## src/hw/rtl/setlfp_pkg.sv

```systemverilog
`timescale 1ns / 1ps
// ---------------------------------------------------------------------------
// setlfp_pkg
// Types and codes shared by the STX/ETX length frame parser.
// ---------------------------------------------------------------------------
package setlfp_pkg;

    localparam logic [7:0] CHR_CR = 8'd13;
    localparam logic [7:0] CHR_LF = 8'd10;

    // Result event codes
    localparam logic [1:0] EV_NONE   = 2'd0;
    localparam logic [1:0] EV_CHAR   = 2'd1;
    localparam logic [1:0] EV_ACCEPT = 2'd2;
    localparam logic [1:0] EV_DROP   = 2'd3;

    // Configuration register indexes
    localparam logic [1:0] CFG_START   = 2'd0;
    localparam logic [1:0] CFG_COMMAND = 2'd1;
    localparam logic [1:0] CFG_END     = 2'd2;
    localparam logic [1:0] CFG_CRLF    = 2'd3;

    // CR/LF tracking codes
    localparam logic [1:0] CRLF_NONE = 2'd0;
    localparam logic [1:0] CRLF_CR   = 2'd1;
    localparam logic [1:0] CRLF_BOTH = 2'd2;

    typedef enum logic [3:0] {
        STG_HUNT = 4'b0001,
        STG_CMD  = 4'b0010,
        STG_DATA = 4'b0100,
        STG_END  = 4'b1000
    } stage_t;

    typedef struct packed {
        stage_t     stage;
        logic [8:0] byte_count;
        logic [7:0] declared_length;
        logic [1:0] crlf_progress;
    } frame_state_t;

    typedef struct packed {
        logic [7:0] start_code;
        logic [7:0] command_code;
        logic [7:0] end_code;
        logic       crlf_mode;
    } frame_cfg_t;

    typedef struct packed {
        logic [1:0] event_res;
        logic [7:0] char_value;
        logic [7:0] char_index;
        logic [7:0] frame_length;
    } frame_result_t;

    localparam frame_state_t STATE_CLEAR = '{
        stage:           STG_HUNT,
        byte_count:      9'd0,
        declared_length: 8'd0,
        crlf_progress:   CRLF_NONE
    };

endpackage

```

## src/hw/rtl/setlfp_step.sv

```systemverilog
`timescale 1ns / 1ps
// ---------------------------------------------------------------------------
// setlfp_step
// Per-byte parser update: next frame state and the result word for one byte.
// ---------------------------------------------------------------------------
module setlfp_step
(
    input  setlfp_pkg::frame_cfg_t    cfg,
    input  setlfp_pkg::frame_state_t  cur,
    input  logic [7:0]                rx_byte,
    output setlfp_pkg::frame_state_t  nxt,
    output setlfp_pkg::frame_result_t res
);

    logic [8:0] cnt;
    logic [7:0] len_now;
    logic [8:0] lim;
    logic [8:0] lim_m1;
    logic       bad;
    logic       done;
    logic [8:0] idx_full;

    always_comb
    begin
        cnt      = cur.byte_count + 9'd1;
        len_now  = (cnt == 9'd2) ? rx_byte : cur.declared_length;
        lim      = {1'b0, len_now} + 9'd2;
        lim_m1   = lim - 9'd1;
        idx_full = cnt - 9'd3;
        bad      = 1'b0;
        done     = 1'b0;

        nxt = cur;
        res.event_res    = setlfp_pkg::EV_NONE;
        res.char_value   = 8'd0;
        res.char_index   = 8'd0;
        res.frame_length = cur.declared_length;

        unique case (cur.stage)
            setlfp_pkg::STG_HUNT:
            begin
                if (rx_byte == cfg.start_code)
                begin
                    nxt.stage = setlfp_pkg::STG_CMD;
                end
            end
            setlfp_pkg::STG_CMD:
            begin
                if (rx_byte == cfg.command_code)
                begin
                    nxt.stage      = setlfp_pkg::STG_DATA;
                    nxt.byte_count = 9'd1;
                end
                else
                begin
                    res.event_res = setlfp_pkg::EV_DROP;
                    nxt           = setlfp_pkg::STATE_CLEAR;
                end
            end
            setlfp_pkg::STG_DATA:
            begin
                nxt.byte_count      = cnt;
                nxt.declared_length = len_now;
                res.frame_length    = len_now;
                if (cfg.crlf_mode)
                begin
                    // CR must be second to last, LF last
                    if (cnt == lim_m1)
                    begin
                        if (rx_byte == setlfp_pkg::CHR_CR
                            && cur.crlf_progress == setlfp_pkg::CRLF_NONE)
                        begin
                            nxt.crlf_progress = setlfp_pkg::CRLF_CR;
                        end
                        else
                        begin
                            bad = 1'b1;
                        end
                    end
                    if (!bad && cnt == lim)
                    begin
                        if (rx_byte == setlfp_pkg::CHR_LF
                            && cur.crlf_progress == setlfp_pkg::CRLF_CR)
                        begin
                            nxt.crlf_progress = setlfp_pkg::CRLF_BOTH;
                            done              = 1'b1;
                        end
                        else
                        begin
                            bad = 1'b1;
                        end
                    end
                end
                else if (cnt == lim)
                begin
                    done = 1'b1;
                end
                if (cnt > lim)
                begin
                    bad = 1'b1;
                end

                if (bad)
                begin
                    res.event_res = setlfp_pkg::EV_DROP;
                    nxt           = setlfp_pkg::STATE_CLEAR;
                end
                else
                begin
                    // command and length bytes are counted but not streamed
                    if (cnt >= 9'd3)
                    begin
                        res.event_res  = setlfp_pkg::EV_CHAR;
                        res.char_value = rx_byte;
                        res.char_index = idx_full[7:0];
                    end
                    if (done)
                    begin
                        nxt.stage = setlfp_pkg::STG_END;
                    end
                end
            end
            setlfp_pkg::STG_END:
            begin
                if (rx_byte == cfg.end_code
                    && (!cfg.crlf_mode || cur.crlf_progress == setlfp_pkg::CRLF_BOTH))
                begin
                    res.event_res = setlfp_pkg::EV_ACCEPT;
                end
                else
                begin
                    res.event_res = setlfp_pkg::EV_DROP;
                end
                nxt = setlfp_pkg::STATE_CLEAR;
            end
            default:
            begin
                nxt = setlfp_pkg::STATE_CLEAR;
            end
        endcase
    end

endmodule

```

## src/hw/rtl/stx_etx_length_frame_parser.sv

```systemverilog
`timescale 1ns / 1ps
// A byte passes from the input register through the step logic to the result
// register. One byte per cycle while out_stall is low; the input and result
// registers form a two-word pipeline: a new byte is taken while a result waits.
// Reset (rst_n low, asynchronous): parser hunts for the start byte, frame
// state cleared, registers back to start 2, command 0, end 3, CR/LF mode off.
// ---------------------------------------------------------------------------
// stx_etx_length_frame_parser
// Finds start/command/length/characters/end frames in a byte stream and
// emits one result word per received byte.
// ---------------------------------------------------------------------------
module stx_etx_length_frame_parser
(
    input  logic       clk,
    input  logic       rst_n,

    input  logic       cfg_we,
    input  logic [1:0] cfg_index,
    input  logic [7:0] cfg_data,

    input  logic       in_valid,
    output logic       in_stall,
    input  logic [7:0] rx_byte,

    output logic       out_valid,
    input  logic       out_stall,
    output logic [1:0] event_res,
    output logic [7:0] char_value,
    output logic [7:0] char_index,
    output logic [7:0] frame_length
);

    setlfp_pkg::frame_cfg_t    cfg_reg;
    setlfp_pkg::frame_state_t  state_reg;
    setlfp_pkg::frame_state_t  state_next;
    setlfp_pkg::frame_result_t res_next;
    setlfp_pkg::frame_result_t res_reg;

    logic       in_valid_reg;
    logic [7:0] in_byte_reg;
    logic       out_valid_reg;
    logic       out_load;

    assign out_load = in_valid_reg && (!out_valid_reg || !out_stall);
    assign in_stall = in_valid_reg && !out_load;

    always_ff @(posedge clk or negedge rst_n)
    begin
        if (!rst_n)
        begin
            cfg_reg.start_code   <= 8'd2;
            cfg_reg.command_code <= 8'd0;
            cfg_reg.end_code     <= 8'd3;
            cfg_reg.crlf_mode    <= 1'b0;
        end
        else if (cfg_we)
        begin
            unique case (cfg_index)
                setlfp_pkg::CFG_START:   cfg_reg.start_code   <= cfg_data;
                setlfp_pkg::CFG_COMMAND: cfg_reg.command_code <= cfg_data;
                setlfp_pkg::CFG_END:     cfg_reg.end_code     <= cfg_data;
                setlfp_pkg::CFG_CRLF:    cfg_reg.crlf_mode    <= cfg_data[0];
                default:                 cfg_reg              <= cfg_reg;
            endcase
        end
    end

    // input register
    always_ff @(posedge clk or negedge rst_n)
    begin
        if (!rst_n)
        begin
            in_valid_reg <= 1'b0;
        end
        else if (!in_stall)
        begin
            in_valid_reg <= in_valid;
        end
    end

    always_ff @(posedge clk)
    begin
        if (in_valid && !in_stall)
        begin
            in_byte_reg <= rx_byte;
        end
    end

    setlfp_step u_step
    (
        .cfg     (cfg_reg),
        .cur     (state_reg),
        .rx_byte (in_byte_reg),
        .nxt     (state_next),
        .res     (res_next)
    );

    // advance frame state only when the word moves to the result register
    always_ff @(posedge clk or negedge rst_n)
    begin
        if (!rst_n)
        begin
            state_reg     <= setlfp_pkg::STATE_CLEAR;
            out_valid_reg <= 1'b0;
        end
        else
        begin
            if (out_load)
            begin
                state_reg     <= state_next;
                out_valid_reg <= 1'b1;
            end
            else if (!out_stall)
            begin
                out_valid_reg <= 1'b0;
            end
        end
    end

    always_ff @(posedge clk)
    begin
        if (out_load)
        begin
            res_reg <= res_next;
        end
    end

    assign out_valid    = out_valid_reg;
    assign event_res    = res_reg.event_res;
    assign char_value   = res_reg.char_value;
    assign char_index   = res_reg.char_index;
    assign frame_length = res_reg.frame_length;

endmodule

```

## config.mk

```make
export PLATFORM = sky130hd
export DESIGN_NAME = stx_etx_length_frame_parser
export DESIGN_NICKNAME = d
export VERILOG_FILES = /design/src/hw/rtl/setlfp_pkg.sv /design/src/hw/rtl/setlfp_step.sv /design/src/hw/rtl/stx_etx_length_frame_parser.sv
export SDC_FILE = /design/constraint.sdc
export NUM_CORES = 1
export LEC_CHECK = 0
export CAP_MARGIN = 10
export CORE_MARGIN = 2
export CORE_UTILIZATION = 60
export CTS_BUF_LIST = sky130_fd_sc_hd__clkbuf_8
export DETAILED_ROUTE_END_ITERATION = 8
export DONT_BUFFER_PORTS = 1
export PLACE_DENSITY = 0.79
export SLEW_MARGIN = 15
export SYNTH_ARGS = -nofsm -noshare
export SYNTH_HDL_FRONTEND = slang
export SYNTH_SLANG_ARGS = --single-unit
```

## constraint.sdc

```tcl
create_clock -name clk -period 5.2 [get_ports clk]
set_input_delay 0.52 -clock clk [delete_from_list [all_inputs] [get_ports clk]]
set_output_delay 0.52 -clock clk [all_outputs]
set_load 0.02 [all_outputs]
```

==> results of run 1 <==
[where the power goes]
| part | switching [mW] | leakage (nW) | internal, mW |
|---|---|---|---|
| Combinational | 0.124 | 1.17 | 0.0993 |
| Sequential | 0.0809 | 0.967 | 0.765 |
| Clock | 0.246 | 0.107 | 0.225 |
| Total | 0.450 | 2.25 | 1.09 |
[worst register-to-register path, cell delays in order (launching register included)]
cell and delay, ps:
dfrtp_1 390, buf_4 160, inv_1 50, ha_1 140, nor4b_1 230, a31o_2 220
nand3_2 150, nor2_4 160, mux2i_1 270, inv_1 160, ha_4 240, xnor2_2 230
ha_1 280, nand3_1 190, nor2_1 90, a211o_1 270, a21oi_1 170, a21oi_1 70
o21bai_1 190, nand2_1 70, or4b_1 490, a21oi_2 260, mux2_1 350
[kinds of logic (layout without fill, tap and decap cells)]
logic type	Yosys count	after routing	synth area share
AOI/OAI and AO/OA	88	88	0.127
buffers and inverters	53	50	0.0466
DFF	84	84	0.428
adders and majority gates	14	14	0.0329
and+or+nand+nor	171	171	0.182
muxes	41	41	0.0873
xor gates and xnor gates	58	58	0.0955
[final cells by class]
type                    instances  area, um2
fillers                       675       3020
multi-input cells             372       2860
flip-flops and latches         84       2280
well taps                     108        135
repair buffers                 14        125
clock buffers                   9        124
inverters                      20       75.1
clock inverters                 7       70.1
[cells in the final DEF, fill, tap and decap left out, types with 4 or more instances in the layout]
cell      Yosys  layout
xor2_1       27      27
clkbuf_8      0       9
xnor2_1      31      30
nor2_1       24      24
mux2_2       31      31
nand3b_1      4       4
dfstp_2       4       4
buf_4         2      13
ha_1         14      12
a21oi_1      14      14
a21o_1        5       5
a22o_1        6       6
nor3_1       10       9
or3_1         8       8
nor4_1        6       6
and2_1       12      12
edfxtp_1     34      34
inv_1        19      20
and3_1        5       4
nand3_1      20      20
o21ai_0      12      12
dfrtp_1      46      46
o21ai_1       5       5
o21a_1        4       4
nand2_1      35      35
nand2b_1     10       9
nand4_1      11      11
mux2i_1       7       6
o21bai_1      5       5
o31ai_2       7       7
[per-stage QoR]
step                      hold WS (ps)  setup WS [ps]  utilization  area (um2)
final                            0.763            228        0.652        5660
after global routing              14.6          -54.6        0.652        5660
after CTS                         8.80           27.0        0.645        5600
after detailed placement           227          -41.7        0.620        5380
after global placement             227            129        0.620        5380
after floorplan                    224            210            -        5320
[timing repair]
item	4_1_cts	5_1_grt
setup endpoints to repair	13	39
hold endpoints to repair	50	0
hold buffers	1	0
resized for setup	1	12
[synth_stat cells (all sizes together), types with 2 or more instances]
master and number:
dfrtp 46, nand2 35, edfxtp 34, mux2 33
xnor2 31, xor2 27, nor2 25, buf 21
nand3 21, inv 20, o21ai 18, a21oi 16
ha 14, and2 12, clkbuf 12, nand4 12
nor3 11, nand2b 10, or3 9, mux2i 8
o31ai 8, a22o 6, nor4 6, a211oi 5
a21o 5, and3 5, o21bai 5, a211o 4
dfstp 4, nand3b 4, o21a 4, a31o 3
a31oi 3, and4 3, nor2b 3, nor3b 3
nor4b 3, a2111oi 2, nand4b 2, nor4bb 2
o211ai 2, or2 2, or3b 2
[final timing paths]
path / to / slack (ps) / start / cells after the start
setup / recovery: state_reg[20]$_DFFE_PN0P_ / 230 / state_reg[11]$_DFFE_PN0P_ / 22
setup reg to reg: state_reg[20]$_DFFE_PN0P_ / 230 / state_reg[11]$_DFFE_PN0P_ / 22
max in group asynchronous: cfg_reg[18]$_DFFE_PN1P_ / 4920 / rst_n / 1
min in group clk: in_byte_reg[0]$_DFFE_PP_ / 250 / rx_byte[0] / 0
hold reg to reg: out_valid$_DFFE_PN0P_ / 510 / in_valid_reg$_DFFE_PN0N_ / 1
hold / removal: state_reg[18]$_DFFE_PN0P_ / 0.8 / rst_n / 1
[layer usage]
metal,vias up,part of all wire,track usage
li1,1812,-,-
met1,1898,0.42,0.323
met2,157,0.49,0.403
met3,33,0.066,0.0573
met4,0,0.028,0.105
met5,-,0,0
==> summary by stage, run 1 <==
Yosys
The average instance in the mapped netlist occupies 10.4 um2. The number of storage elements in the synthesis netlist is 84. The post-synthesis net count is 546. The number of flops mapped to enable cells by yosys is 34. For this run, the leading register cell type out of synthesis is dfrtp_1. The synthesized instance count is 509. The number of different library cells used by synthesis comes to 75. The total number of yosys warnings is 0. Summing every instance area after synthesis gives 5320 um2.

Of the post-synthesis cell area, the dominant cell type holds 0.216. The share of the Yosys chip area taken by registers is 0.428. The leading area contributor after synthesis is dfrtp_1.

Of all flip-flops after synthesis, the portion carrying an async set or reset was 0.595. By area the synthesized netlist is led by dfrtp_1 (22%), edfxtp_1 (19%), mux2_2 (6.6%), xnor2_1 (5.1%), xor2_1 (4.4%).

Outcome
The run finished with clean final reports.

Floorplanning
After floorplanning, the core was divided into 34 placement rows. The width of the die is 98.1 um. The y dimension of the die is 98.1 um. 51 I/O pins were placed. The core region is 8680 um2. The floorplan step defined a die boundary enclosing 9630 um2. The initial cell density of the core is 0.613.

STA
The shortest period the worst path allows is 4970 ps. The total count of hold-check failures in the final report is 0. The clock tree skew after final layout is 19.6 ps. Static timing analysis puts the maximum clock frequency at 201 MHz. The number of endpoints failing setup at the final stage is 0. The final max-slew violation count came to 0.

Headroom to the max-slew limit came out at 0.260. The slew of the pin with the lowest slew margin is 1100 ps. The final setup TNS is 0 ps.

Dividing the final minimum period by the clock period gives 0.956.

Drt
After detailed routing, the average wire length per cell comes to 19.0 um. After detailed routing, the total wire length is 11.7 mm. The first-iteration detailed-routing DRC count is 275.

For this run, design rule violations remaining after detail routing come to 0. The number of detailed-route iterations in the first pass is 5. The post-detailed-route via-to-cell ratio is 6.35. The final antenna-violating net count is 0. Across all layers, the routed design uses 3,900 vias.

Clock network
The largest buffer count on any clock path is 2. Clock latency on the worst-skew pair, taken at its later pin, is 370 ps. The maximum level of the CTS H-tree is 3. CTS saw 84 sinks. The buffer count from post-CTS setup fixing is 0. Clock tree synthesis selected as its root buffer the cell clkbuf_8. TritonCTS built the clock tree.

The clock slew seen by the registers of the worst setup and hold paths is 90 ps. Clock tree synthesis inserted a total of 9 buffers.

Run
The number of maximum-capacitance constraint violations is 0.

Worst setup path
The signal on the critical path passes through buf_4, inv_1, ha_1, nor4b_1, a31o_2, nand3_2, nor2_4, mux2i_1, inv_1, ha_4, xnor2_2, ha_1, nand3_1, nor2_1, a211o_1, a21oi_1, a21oi_1, o21bai_1, nand2_1, or4b_1, a21oi_2, mux2_1. The data required time of the worst path is 5440 ps. The startpoint type of the worst setup path is a register. STA classifies the critical path endpoint as a register. The maximum fanout count along the critical path is 10. The number of buffer and inverter instances along the worst setup path is 3. The library cell contributing the largest single delay on the critical path is or4b_1. The critical path is of the reg2reg type. Data arrives at the worst endpoint at 5210 ps. Grouping stages by cell kind, the critical path spends the most delay in simple AND/OR/NAND/NOR gates. For this run, the slowest stage of the critical path takes 490 ps.

Placement
The number of placed instances, taps included, is 597. Once detailed placement completed, the half-perimeter wirelength came to 8.41 mm. The number of port buffers is 0. The weighted congestion at the end of routability-driven global placement is 0.973.

Global routing
The via count of the first global-routing pass is 3,784. The maximum number of pins on one net before global-route repair is 51. The global-route wire length before repair is 18.9 mm. The global routing usage summed across all routing layers is 0.248.

The remaining global-route overflow is 0. The number of antenna violations at the first check in global routing is 0.

Cells and area
The number of antenna diodes in the final layout is 0. In the final design database the tool counted 538 nets. The share of cells above drive strength 1 is 0.206. The number of flip-flops in the largest register is 25. The area growth from synthesis to layout is 6.47%. The final non-filler cell total is 614.

Worst hold path
The classification of the worst-slack hold path is in2async.

Power
The design draws 1.54 mW. The worst ir drop on vdd is 0.000220 V. The static leakage is 2.25 nW. In this run the power density over the cells is 272 nW/um2.
Note: power is estimated with default switching activity, not from simulation.
==> inputs of run 2 (changes only) <==
Settings changed: CELL_PAD_IN_SITES_DETAIL_PLACEMENT set to 1, CELL_PAD_IN_SITES_GLOBAL_PLACEMENT set to 1, CORE_UTILIZATION 60 to 47, PLACE_DENSITY 0.79 to not set, PLACE_DENSITY_LB_ADDON set to 0.1.
==> run 2 against run 1 <==
  * Global-route usage is 0.17 points lower
  * Sequential power about the same
  * Total power increased by 3.8%
  * Count of clock-buffer cells in the layout unchanged
  * Hold slack improved by 210 ps
  * First-iteration DRC count fell by 41%
  * Setup slack improved by 11 ps
  * Utilization is 12 points lower
  * Combinational power increased by 5%
  * Critical endpoint is now state_reg[5]$_DFFE_PN0P_
  * Highest routed layer unchanged
==> summary by stage, run 2 (same netlist as run 1, synthesis figures left out) <==
Outcome
Run status: finished, final reports clean (unchanged).

Clock network
The worst-skew pair later-pin latency was 400 ps (was 370 ps). The TritonCTS clock tree was done (unchanged). The maximum level of the CTS H-tree was 3 (unchanged).

The number of clock sinks is 84 (unchanged). The largest buffer count on any clock path is 2 (unchanged). The total CTS buffers was 9 (unchanged). The clock slew seen by the registers of the worst setup and hold paths is 100 ps (was 90 ps). The clock root buffer is clkbuf_8 (unchanged).

STA
The worst hold slack after final layout came to 211 ps (was 0.763 ps). The final max-slew violation count is 0 (unchanged). The minimum setup slack in the final design is 239 ps (was 228 ps).

The clock tree skew after final layout is 7.38 ps (was 19.6 ps). The relative max-transition margin is 0.254 (was 0.260). The number of endpoints failing setup at the final stage is 0 (unchanged). The period utilization came to 0.954 (was 0.956). Setup repair after global routing could not meet its margin everywhere. The slew of the pin with the lowest slew margin was 1110 ps (was 1100 ps). The shortest period the worst path allows is 4960 ps (was 4970 ps). The top achievable clock speed is 202 MHz (was 201 MHz). The total count of hold-check failures in the final report came to 0 (unchanged). The final setup TNS is 0 ps (unchanged).

Placement
The weighted congestion at the end of routability-driven global placement is 0.925 (was 0.973). The setup slack after placement is -99.5 ps (was -41.7 ps). The half-perimeter wire length after detailed placement came to 10.3 mm (was 8.41 mm). The placed cell count is 633 (was 597). The number of port buffers is 0 (unchanged). The placed standard-cell area was 5450 um2 (was 5380 um2).

Drt
The detail-routed net length per standard cell is 21.5 um (was 19.0 um). The number of detailed-route iterations in the first pass was 4 (was 5). The met1 wire length is 6.42 mm (was 4.86 mm).

The amount of wire on met2 after detailed routing is 6.79 mm (was 5.73 mm). The uppermost layer routed was met4 (unchanged). The residual DRC count is 0 (unchanged).

The number of vias in the routed layout is 3,852 (was 3,900). The post-detailed-route via-to-cell ratio was 5.92 (was 6.35). The met3 wire length came to 478 um (was 772 um). The total detailed-routing wirelength came to 14.0 mm (was 11.7 mm). The final antenna-violating net count is 0 (unchanged). The first-iteration detailed-routing DRC count is 161 (was 275).

Worst setup path
The maximum fanout count along the critical path is 9 (was 10). The endpoint type of the worst setup path is a register (unchanged). The critical path class is reg2reg (unchanged). The data required time of the worst path is 5540 ps (was 5440 ps). The maximum single-stage delay on the critical path is 480 ps (was 490 ps). The library cell contributing the largest single delay on the critical path is or3_1 (was or4b_1). The signal arrival time at the worst endpoint is 5300 ps (was 5210 ps).

Cell chain of the critical path: ha_2, nand3_1, or3_1, nand3_2, nor2_4, mux2i_1, inv_2, ha_4, nand2_1, or3_1, and2_1, mux2i_1, inv_1, ha_1, nand2_1, nor3_2, and3_1, a211oi_1, a211o_2, buf_4, o21ai_4, a22o_1 (was buf_4, inv_1, ha_1, nor4b_1, a31o_2, nand3_2, nor2_4, mux2i_1, inv_1, ha_4, xnor2_2, ha_1, nand3_1, nor2_1, a211o_1, a21oi_1, a21oi_1, o21bai_1, nand2_1, or4b_1, a21oi_2, mux2_1). The startpoint type of the worst setup path is a register (unchanged).

Run
The number of maximum-capacitance constraint violations was 0 (unchanged).

Floorplanning
The y dimension of the die came to 110 um (was 98.1 um). The site row count came to 38 (was 34). The boundary pin count came to 51 (unchanged). The initial cell density of the core is 0.486 (was 0.613). The overall die area was 12,200 um2 (was 9630 um2). The width of the die is 110 um (was 98.1 um).

The core box area came to 10,900 um2 (was 8680 um2).

Cells and area
The final net count is 543 (was 538). The number of flip-flops in the largest register is 25 (unchanged). The final non-filler cell area came to 5780 um2 (was 5660 um2).

The final non-filler cell total is 651 (was 614). The utilization after layout is 0.529 (was 0.652). The share of cells above drive strength 1 is 0.217 (was 0.206). The commonest non-fill, non-tap cell in the layout is dfrtp_1 (unchanged). The area growth from synthesis to layout is 8.73% (was 6.47%). The count of inserted antenna diode cells is 0 (unchanged). Top library cells by usage in the layout, fill and taps aside: dfrtp_1 (46), nand2_1 (35), edfxtp_1 (34) (unchanged).

Global routing
The via count of the first global-routing pass is 4,060 (was 3,784). The remaining global-route overflow is 0 (unchanged). The global routing usage summed across all routing layers is 0.247 (was 0.248). The maximum number of pins on one net before global-route repair was 51 (unchanged).

The number of antenna violations at the first check in global routing came to 0 (unchanged). The global-route wire length before repair is 22.1 mm (was 18.9 mm).

Worst hold path
The classification of the worst-slack hold path is in2reg (was in2async).

Power
The power density over the cells was 276 nW/um2 (was 272 nW/um2). The final total power is 1.60 mW (was 1.54 mW). The worst ir drop on vdd is 0.000180 V (was 0.000220 V). The static leakage was 2.28 nW (was 2.25 nW).
run 2: cell count changes in the layout (fill, tap and decap cells not counted), moves of 2 or more:
cell | previous run | this run
nor4b_2 | 1 | 3
inv_8 | 0 | 3
inv_4 | 3 | 0
nor4b_1 | 2 | 0
inv_1 | 20 | 18
clkinv_4 | 0 | 2
buf_4 | 13 | 16
run 2: power breakdown:
| part | internal, mW | switching [mW] |
|---|---|---|
| clock | 0.235 | 0.284 |
| combinational | 0.100 | 0.133 |
| sequential | 0.765 | 0.0797 |
| total | 1.10 | 0.497 |
run 2: critical path: cells and delay by family, from the launching register on:
family / cells / cell delay, ps
AND/OR/NAND/NOR: 10 / 2110
flip-flops: 1 / 370
AO/OA/AOI/OAI: 4 / 830
adder cells (fa/ha/maj): 3 / 800
multiplexers: 2 / 390
buffers and inverters: 3 / 390
run 2: final cells by class:
type / count / area (um2)
clock buffers: 9 / 124
clock inverters: 7 / 90.1
fillers: 1191 / 5150
inverters: 20 / 75.1
multi-input cells: 372 / 2870
flip-flops and latches: 84 / 2280
well taps: 140 / 175
repair buffers: 19 / 169
run 2: routing by layer:
metal | GRT usage | vias up
li1 | - | 1827
met1 | 0.320 | 1926
met2 | 0.398 | 77
met3 | 0.0453 | 22
met4 | 0.116 | 0
met5 | 0 | -
run 2: worst paths after layout:
check                           slack (ps)                      start                   endpoint  cells past startpoint
worst max-delay path                   240  state_reg[11]$_DFFE_PN0P_   state_reg[5]$_DFFE_PN0P_                     22
worst min-delay path                   210                 rx_byte[4]   in_byte_reg[4]$_DFFE_PP_                      0
worst max register to register         240  state_reg[11]$_DFFE_PN0P_   state_reg[5]$_DFFE_PN0P_                     22
worst min register to register         510   in_valid_reg$_DFFE_PN0N_      out_valid$_DFFE_PN0P_                      1
max in group asynchronous             4210                      rst_n  state_reg[19]$_DFFE_PN1P_                      2
min in group asynchronous              660                      rst_n   state_reg[2]$_DFFE_PN0P_                      2
run 2: what timing repair did:
action	4_1_cts	5_1_grt
buffers inserted	0	0
endpoints found under the setup margin	29	41
pin swaps	0	1
hold buffers	2	0
cloned	0	0
gates resized for setup	3	14
endpoints found under the hold margin	50	0
